===== config.mk =====
export PLATFORM = sky130hd
export DESIGN_NAME = round_robin_thread_queue_unit_flat
export DESIGN_NICKNAME = d
export VERILOG_FILES = /design/src/hw/rtl/rrq_pkg.sv /design/src/hw/rtl/rrq_if.sv /design/src/hw/rtl/round_robin_thread_queue_unit.sv /design/src/flat_wrapper.sv
export SDC_FILE = /design/constraint.sdc
export NUM_CORES = 1
export LEC_CHECK = 0
export BUFFER_PORTS_ARGS = -buffer_cell sky130_fd_sc_hd__buf_4
export CORE_AREA = 10 10 191 193
export DETAILED_ROUTE_END_ITERATION = 8
export DIE_AREA = 0 0 201 203
export PLACE_DENSITY_LB_ADDON = 0.15
export SYNTH_ARGS = -nofsm -noshare
export SYNTH_HDL_FRONTEND = slang
export SYNTH_SLANG_ARGS = --single-unit

===== constraint.sdc =====
create_clock -name clk -period 5.5 [get_ports clk]
set_input_delay 0 -clock clk [delete_from_list [all_inputs] [get_ports clk]]
set_output_delay 0 -clock clk [all_outputs]
set_load 0.005 [all_outputs]

===== src/hw/rtl/rrq_pkg.sv =====
// Shared constants for the round-robin thread run queue.
// Action and status codes, id width and default queue depth.
// No dependencies.
package rrq_pkg;

	localparam int ID_W            = 16;
	localparam int DEF_MAX_THREADS = 16;

	// action codes of an input item
	localparam logic [1:0] ACT_ADMIT  = 2'd0;
	localparam logic [1:0] ACT_REMOVE = 2'd1;
	localparam logic [1:0] ACT_NEXT   = 2'd2;
	localparam logic [1:0] ACT_NOP    = 2'd3;

	// status codes of a result item
	localparam logic [1:0] STAT_OK        = 2'd0;
	localparam logic [1:0] STAT_EMPTY     = 2'd1;
	localparam logic [1:0] STAT_FULL      = 2'd2;
	localparam logic [1:0] STAT_NOT_FOUND = 2'd3;

	// sequencer states, one-hot
	typedef enum logic [5:0] {
		SEQ_IDLE   = 6'b000001,
		SEQ_FETCH  = 6'b000010,
		SEQ_TAKE   = 6'b000100,
		SEQ_SEARCH = 6'b001000,
		SEQ_SHIFT  = 6'b010000,
		SEQ_REPLY  = 6'b100000
	} seq_state_t;

endpackage


===== src/hw/rtl/rrq_if.sv =====
// Valid/ready channels of the run queue: request and response.
// Depends on rrq_pkg for the id width and default depth.
interface rrq_req_if;
	import rrq_pkg::*;
	logic            valid;
	logic            ready;
	logic [1:0]      action;
	logic [ID_W-1:0] thread_id;

	modport source (output valid, action, thread_id, input ready);
	modport sink   (input valid, action, thread_id, output ready);
endinterface

interface rrq_rsp_if #(
	parameter int MAX_THREADS = rrq_pkg::DEF_MAX_THREADS
);
	import rrq_pkg::*;
	localparam int OCC_W = $clog2(MAX_THREADS + 1);
	logic             valid;
	logic             ready;
	logic [ID_W-1:0]  chosen_id;
	logic [1:0]       status;
	logic [OCC_W-1:0] occupancy;

	modport source (output valid, chosen_id, status, occupancy, input ready);
	modport sink   (input valid, chosen_id, status, occupancy, output ready);
endinterface


===== src/hw/rtl/round_robin_thread_queue_unit.sv =====
// Round-robin run queue of thread ids: ring store, search and shift sequencer.
// Depends on rrq_pkg and the rrq_req_if / rrq_rsp_if channels.
//
//   channel  dir  payload                          handshake
//   req      in   action, thread_id                valid/ready
//   rsp      out  chosen_id, status, occupancy     valid/ready
//
// Admit, unknown actions and remove or next on an empty queue go straight to the
// reply state; next reads the current slot through fetch and take. Remove with a match
// searches at one compare a cycle, then closes the gap behind the match with one read
// and one write a cycle. Remove of an id not queued searches every entry, then replies.
// Reset clears the count and current position; the ring itself is not cleared.
// A stalled response holds in its register; req is ready again once the
// result has moved there.
module round_robin_thread_queue_unit #(
	parameter int MAX_THREADS = rrq_pkg::DEF_MAX_THREADS
) (
	input  logic          clk,
	input  logic          arst_n,
	rrq_req_if.sink       req,
	rrq_rsp_if.source     rsp
);
	import rrq_pkg::*;

	localparam int IW = $clog2(MAX_THREADS);
	localparam int CW = $clog2(MAX_THREADS + 1);
	localparam logic [CW-1:0] CNT_MAX = CW'(MAX_THREADS);

	logic [ID_W-1:0] ring_mem [MAX_THREADS];

	seq_state_t      state_q;
	logic [CW-1:0]   cnt_q;
	logic [IW-1:0]   cur_q;
	logic [ID_W-1:0] id_q;
	logic [CW-1:0]   iss_q;
	logic [IW-1:0]   pos_q;
	logic            chk_vld_s1;
	logic [IW-1:0]   chk_idx_s1;
	logic [ID_W-1:0] rd_data_s1;
	logic [ID_W-1:0] res_id_q;
	logic [1:0]      res_st_q;

	logic            out_vld_q;
	logic [ID_W-1:0] out_id_q;
	logic [1:0]      out_st_q;
	logic [CW-1:0]   out_occ_q;

	logic            acc;
	logic            issue;
	logic [IW-1:0]   rd_addr;
	logic            mem_we;
	logic [IW-1:0]   mem_wa;
	logic [ID_W-1:0] mem_wd;
	logic            match;
	logic            rsp_load;
	logic [CW-1:0]   cnt_dec;

	assign req.ready = (state_q == SEQ_IDLE);
	assign acc       = req.valid && req.ready;
	assign issue     = ((state_q == SEQ_SEARCH) || (state_q == SEQ_SHIFT)) && (iss_q < cnt_q);
	assign rd_addr   = issue ? iss_q[IW-1:0] : cur_q;
	assign match     = (state_q == SEQ_SEARCH) && chk_vld_s1 && (rd_data_s1 == id_q);
	assign rsp_load  = (state_q == SEQ_REPLY) && (!out_vld_q || rsp.ready);
	assign cnt_dec   = cnt_q - CW'(1);

	// one write port: shift moves take it, else an admit appends
	always_comb begin
		mem_we = 1'b0;
		mem_wa = chk_idx_s1 - IW'(1);
		mem_wd = rd_data_s1;
		if ((state_q == SEQ_SHIFT) && chk_vld_s1) begin
			mem_we = 1'b1;
		end else if (acc && (req.action == ACT_ADMIT) && (cnt_q != CNT_MAX)) begin
			mem_we = 1'b1;
			mem_wa = cnt_q[IW-1:0];
			mem_wd = req.thread_id;
		end
	end

	always_ff @(posedge clk) begin
		if (mem_we) begin
			ring_mem[mem_wa] <= mem_wd;
		end
		rd_data_s1 <= ring_mem[rd_addr];
	end

	always_ff @(posedge clk or negedge arst_n) begin
		if (!arst_n) begin
			state_q    <= SEQ_IDLE;
			cnt_q      <= '0;
			cur_q      <= '0;
			iss_q      <= '0;
			pos_q      <= '0;
			chk_vld_s1 <= 1'b0;
		end else begin
			chk_idx_s1 <= iss_q[IW-1:0];
			if (match) begin
				// drop reads still in flight, restart at the slot after the match
				chk_vld_s1 <= 1'b0;
				iss_q      <= CW'(chk_idx_s1) + CW'(1);
			end else begin
				// read pipeline tag: valid is set in the cycle after each issued read
				chk_vld_s1 <= issue;
				if (issue) begin
					iss_q <= iss_q + CW'(1);
				end
			end
			case (state_q)
				SEQ_IDLE: begin
					if (acc) begin
						id_q     <= req.thread_id;
						res_id_q <= '0;
						res_st_q <= STAT_OK;
						state_q  <= SEQ_REPLY;
						case (req.action)
							ACT_ADMIT: begin
								if (cnt_q == CNT_MAX) begin
									res_st_q <= STAT_FULL;
								end else begin
									if (cnt_q == '0) begin
										cur_q <= '0;
									end
									cnt_q <= cnt_q + CW'(1);
								end
							end
							ACT_REMOVE: begin
								if (cnt_q == '0) begin
									res_st_q <= STAT_EMPTY;
								end else begin
									iss_q   <= '0;
									state_q <= SEQ_SEARCH;
								end
							end
							ACT_NEXT: begin
								if (cnt_q == '0) begin
									res_st_q <= STAT_EMPTY;
								end else begin
									state_q <= SEQ_FETCH;
								end
							end
							default: begin
							end
						endcase
					end
				end
				SEQ_FETCH: begin
					state_q <= SEQ_TAKE;
				end
				SEQ_TAKE: begin
					res_id_q <= rd_data_s1;
					if ((CW'(cur_q) + CW'(1)) >= cnt_q) begin
						cur_q <= '0;
					end else begin
						cur_q <= cur_q + IW'(1);
					end
					state_q <= SEQ_REPLY;
				end
				SEQ_SEARCH: begin
					if (match) begin
						pos_q   <= chk_idx_s1;
						state_q <= SEQ_SHIFT;
					end else if (!chk_vld_s1 && (iss_q == cnt_q)) begin
						res_st_q <= STAT_NOT_FOUND;
						state_q  <= SEQ_REPLY;
					end
				end
				SEQ_SHIFT: begin
					if (!chk_vld_s1 && (iss_q == cnt_q)) begin
						cnt_q <= cnt_dec;
						if (cnt_dec == '0) begin
							cur_q <= '0;
						end else if (pos_q < cur_q) begin
							cur_q <= cur_q - IW'(1);
						end else if (CW'(cur_q) >= cnt_dec) begin
							cur_q <= '0;
						end
						state_q <= SEQ_REPLY;
					end
				end
				SEQ_REPLY: begin
					if (rsp_load) begin
						state_q <= SEQ_IDLE;
					end
				end
				default: begin
					state_q <= SEQ_IDLE;
				end
			endcase
		end
	end

	always_ff @(posedge clk or negedge arst_n) begin
		if (!arst_n) begin
			out_vld_q <= 1'b0;
		end else if (rsp_load) begin
			out_vld_q <= 1'b1;
		end else if (rsp.ready) begin
			out_vld_q <= 1'b0;
		end
	end

	always_ff @(posedge clk) begin
		if (rsp_load) begin
			out_id_q  <= res_id_q;
			out_st_q  <= res_st_q;
			out_occ_q <= cnt_q;
		end
	end

	assign rsp.valid     = out_vld_q;
	assign rsp.chosen_id = out_id_q;
	assign rsp.status    = out_st_q;
	assign rsp.occupancy = out_occ_q;

	a_cnt_bound: assert property (@(posedge clk) disable iff (!arst_n)
		cnt_q <= CNT_MAX)
		else $error("entry count above queue depth");

	a_cur_in_ring: assert property (@(posedge clk) disable iff (!arst_n)
		(cnt_q == '0 && cur_q == '0) || (CW'(cur_q) < cnt_q))
		else $error("current position outside the ring");

	a_admit_grows: assert property (@(posedge clk) disable iff (!arst_n)
		(acc && req.action == ACT_ADMIT && cnt_q != CNT_MAX)
		|=> (cnt_q == $past(cnt_q) + CW'(1)))
		else $error("admit did not append one entry");

	a_reply_holds: assert property (@(posedge clk) disable iff (!arst_n)
		(state_q == SEQ_REPLY && !rsp_load) |=> (state_q == SEQ_REPLY))
		else $error("pending result dropped before the response register took it");

endmodule


===== src/flat_wrapper.sv =====
// flat-port wrapper written by rule: the top's interface ports become plain ports
module round_robin_thread_queue_unit_flat import rrq_pkg::*;
#(
	parameter int MAX_THREADS = rrq_pkg::DEF_MAX_THREADS
)
  (clk, arst_n, req_valid, req_action, req_thread_id, req_ready, rsp_valid, rsp_chosen_id, rsp_status, rsp_occupancy, rsp_ready);
  rrq_req_if req_i ();
  rrq_rsp_if #(.MAX_THREADS(MAX_THREADS)) rsp_i ();
  input  logic clk;
  input  logic arst_n;
  input wire logic [$bits(req_i.valid)-1:0] req_valid;
  input wire logic [$bits(req_i.action)-1:0] req_action;
  input wire logic [$bits(req_i.thread_id)-1:0] req_thread_id;
  output wire logic [$bits(req_i.ready)-1:0] req_ready;
  output wire logic [$bits(rsp_i.valid)-1:0] rsp_valid;
  output wire logic [$bits(rsp_i.chosen_id)-1:0] rsp_chosen_id;
  output wire logic [$bits(rsp_i.status)-1:0] rsp_status;
  output wire logic [$bits(rsp_i.occupancy)-1:0] rsp_occupancy;
  input wire logic [$bits(rsp_i.ready)-1:0] rsp_ready;
  assign req_i.valid = req_valid;
  assign req_i.action = req_action;
  assign req_i.thread_id = req_thread_id;
  assign req_ready = req_i.ready;
  assign rsp_valid = rsp_i.valid;
  assign rsp_chosen_id = rsp_i.chosen_id;
  assign rsp_status = rsp_i.status;
  assign rsp_occupancy = rsp_i.occupancy;
  assign rsp_i.ready = rsp_ready;
  round_robin_thread_queue_unit #(.MAX_THREADS(MAX_THREADS)) u_core (.clk(clk), .arst_n(arst_n), .req(req_i), .rsp(rsp_i));
endmodule

==> run metrics <==
initial drt markers 865; hold buffers post-CTS 22; status complete, no violations; DPL Wire Length 25.9 mm; most common cell after layout, fill and taps aside edfxtp_1; shortest clock period the worst path allows after layout 4190 ps; detailed-route vias per instance 5.87; worst-skew pair later-pin latency 530 ps; TritonCTS buffer count 39; Filler Cells Inserted 2,591; Crit Path Max Fanout 69; count of nets after finishing 1,335; total placed cells including tap cells 1,663; Die ar. 40,800 um^2; Die Wd 201 um; synth top area cells edfxtp_1 (58%), mux2i_1 (9.7%), dfrtp_1 (3.8%); total global routing track utilization 19.9%; type of the tightest min-delay check in2reg; fraction of layout instances using a drive strength above 1 14.2%; Layout Cell Area excl Fill 18,700 um^2; slew margin rel. 23.5%; number of global-route vias before repair 10,139; number of antenna violations at the first check in global routing 0; Crit Path Category reg2reg; starting density of the core 50.4%; minimum setup slack after placement 1410 ps; Leak 6.49 nW; CTS tree done; Net Count, Synth 1,268; number of buffers added for setup after CTS 0; Switching Power 2.41 mW; # DRC 0; final count of hold timing violations 0; startpoint kind of the worst setup timing path register; largest net degree at the start of global routing 70; placed cell area 17,200 um^2; average wire per cell in the routed design 23.5 um; H-tree lvl count 2; setup_tns 0 ps; setup slack of the most critical reg-to-reg path 1310 ps; proportion of netlist area held by the largest area contributor 58.2%; wire length of the first global-routing pass 62.7 mm; maximum clock frequency 239 MHz; number of buffers between clock root and the deepest sink 3; most common flop cell mapped by yosys edfxtp_1; total of flip-flops plus latches after synthesis 359; final global-route overflow total 0; Routability Congestion 0.837; ANT cells 0; Synth area leader edfxtp_1; number of setup violations in the final report 0; max-cap violations 0; Largest stage delay, worst path 870 ps; data arrival time of the critical path 4650 ps; worst clock skew 18.2 ps; clock network fraction of design power 33.3%; unrepaired setup endpoints after global routing false; Logic pwr share 20.9%; list of cells traversed by the critical path inv_1, ha_1, a211oi_1, nor2_1, nor4_4, buf_4, mux2i_2, buf_4, nand2_1, a21boi_0, or4b_1; Detailed Routing Iterations Pass 1 5; per-instance average area after synthesis 13.4 um^2; Slowest cell on crit path mux2i_2; relative area change from synthesis to final layout 14.6%; Mapped Cells 1,217; placement row count 66; cell seen most often among critical-path stages buf_4; Reg clk slew, reported paths 60 ps; critical path capture point type register; required time of the critical path 5970 ps; clock sink count 359; asr flop ratio synth 7.24%; sequential element share of the synthesized area 64.2%; Pwr per Cell Area 436 nW/um^2; minimum setup slack in the final design 1310 ps; maximum ir drop on the vdd rail 0.206 mV; slew at the pin with the worst max-slew slack 1140 ps; sequential share of power 45.8%; number of ports placed on the die boundary 47; period utilization 76.2%; fraction of power spent switching nets 29.6%; post-cts repair resize count 0; netlist area before placement 16,400 um^2; Post-Layout Cell Count 1,756; Buffers on Ports 46; area of the placeable core 32,500 um^2; cell-internal power 5.75 mW; final antenna-violating net count 0; yosys synthesis warning count 0; final number of max-transition violations 0; Vert. Die Dim 203 um; commonest non-fill, non-tap cells in the layout edfxtp_1 (317), nand2_1 (158), mux2i_1 (156), buf_4 (73), a21oi_1 (56); number of synthesized flops with an enable pin 317; buffer cell driving the clock tree root clkbuf_16; count of cell types in the netlist 71; final WL 41.2 mm; DR vias 10,303
## critical path, delay by kind of cell, from the launching register on
| kind | cells | cell delay [ps] |
|---|---|---|
| flip-flops | 1 | 490 |
| AND/OR/NAND/NOR | 4 | 650 |
| AO/OA/AOI/OAI | 2 | 390 |
| buffers and inverters | 3 | 1270 |
| adder cells (fa/ha/maj) | 1 | 320 |
| multiplexers | 1 | 870 |
## logic make-up (layout without fill, tap and decap cells)
logic type	Yosys count	count (layout)	share of synthesized area, %
muxes	186	186	11.7
adders and majority gates	29	29	2.22
buffers and inverters	85	182	2.45
DFF	359	359	64.2
xor gates and xnor gates	33	33	1.77
and+or+nand+nor	354	354	10.5
AOI/OAI and AO/OA	171	171	7.22
## final cells by class
cell class / instances / area, um^2 / area share, %
Clock inverter: 25 / 308 / 1.64
Timing Repair Buffer: 95 / 778 / 4.15
Clock buffer: 46 / 1030 / 5.52
Multi-Input combinational cell: 773 / 5510 / 29.4
Inverter: 16 / 60.1 / 0.321
Sequential cell: 359 / 10500 / 56.0
Tap cell: 442 / 553 / 2.95
## synth_stat cells (6+ instances only)
cell / number
dfxtp_1: 16
nor3_1: 35
nand2b_1: 9
clkbuf_1: 40
inv_1: 15
dfrtp_1: 25
buf_1: 9
nor2_1: 49
ha_1: 29
o221ai_1: 14
a22o_1: 8
xor2_1: 16
a211oi_1: 25
buf_2: 10
and2_1: 19
nand4_1: 7
mux2_2: 27
nand3_1: 17
nor2b_1: 13
a31oi_1: 6
mux2i_1: 158
o21ai_0: 18
xnor2_1: 17
a22oi_1: 7
edfxtp_1: 317
a32o_1: 7
a21oi_1: 57
or4_1: 14
nand2_1: 158
## state kept, by name (all words and copies together) (netlist names), 5 cells and up
| name | count |
|---|---|
| u_core.rsp.chosen_id | 16 |
| u_core.iss_q | 5 |
| u_core.ring_mem | 256 |
| u_core.cnt_q | 5 |
| u_core.res_id_q | 16 |
| u_core.id_q | 16 |
| u_core.rd_data_s1 | 16 |
| u_core.rsp.occupancy | 5 |
| u_core.state_q | 6 |
## power groups by stage
stage                     Clock (mW)  Sequential [mW]  Combinational [mW]
after floorplan                    0             3.65                1.19
after global placement             0             3.78                1.66
after detailed placement           0             3.79                1.68
after CTS                       2.77             3.73                1.71
after global routing            2.89             3.76                1.87
final                           2.72             3.74                1.71
## metrics by stage
step | utilization [%] | hold slack (ps) | total power, mW
floorplan | - | -296 | 4.85
global placement | 52.9 | -29.7 | 5.44
detailed placement | 52.9 | -18.8 | 5.47
CTS | 57.7 | 45.0 | 8.20
global route | 57.7 | 66.9 | 8.53
finish | 57.7 | 52.4 | 8.17
## per-layer routing
metal	vias up	global-route usage, %	part of all wire (%)
met2	360	32.8	48
met1	5137	26.4	42
li1	4737	-	-
met5	-	0	0
met3	69	3.14	7.4
met4	0	6.52	2.6
## worst paths after layout
path,start,to,depth (start not counted)
setup / recovery,u_core.cnt_q[2]$_DFFE_PN0P_,u_core.rd_data_s1[13]$_DFF_P_,11
hold / removal,req_action[0],u_core.res_st_q[1]$_SDFFCE_PP1P_,4
setup reg to reg,u_core.cnt_q[2]$_DFFE_PN0P_,u_core.rd_data_s1[13]$_DFF_P_,11
hold reg to reg,u_core.res_id_q[3]$_SDFFCE_PN0P_,u_core.rsp.chosen_id[3]$_DFFE_PP_,0
max in group asynchronous,arst_n,u_core.cur_q[1]$_DFFE_PN0P_,3
min in group asynchronous,arst_n,u_core.state_q[0]$_DFFE_PN1P_,2
(Power assumes the default switching activity.)
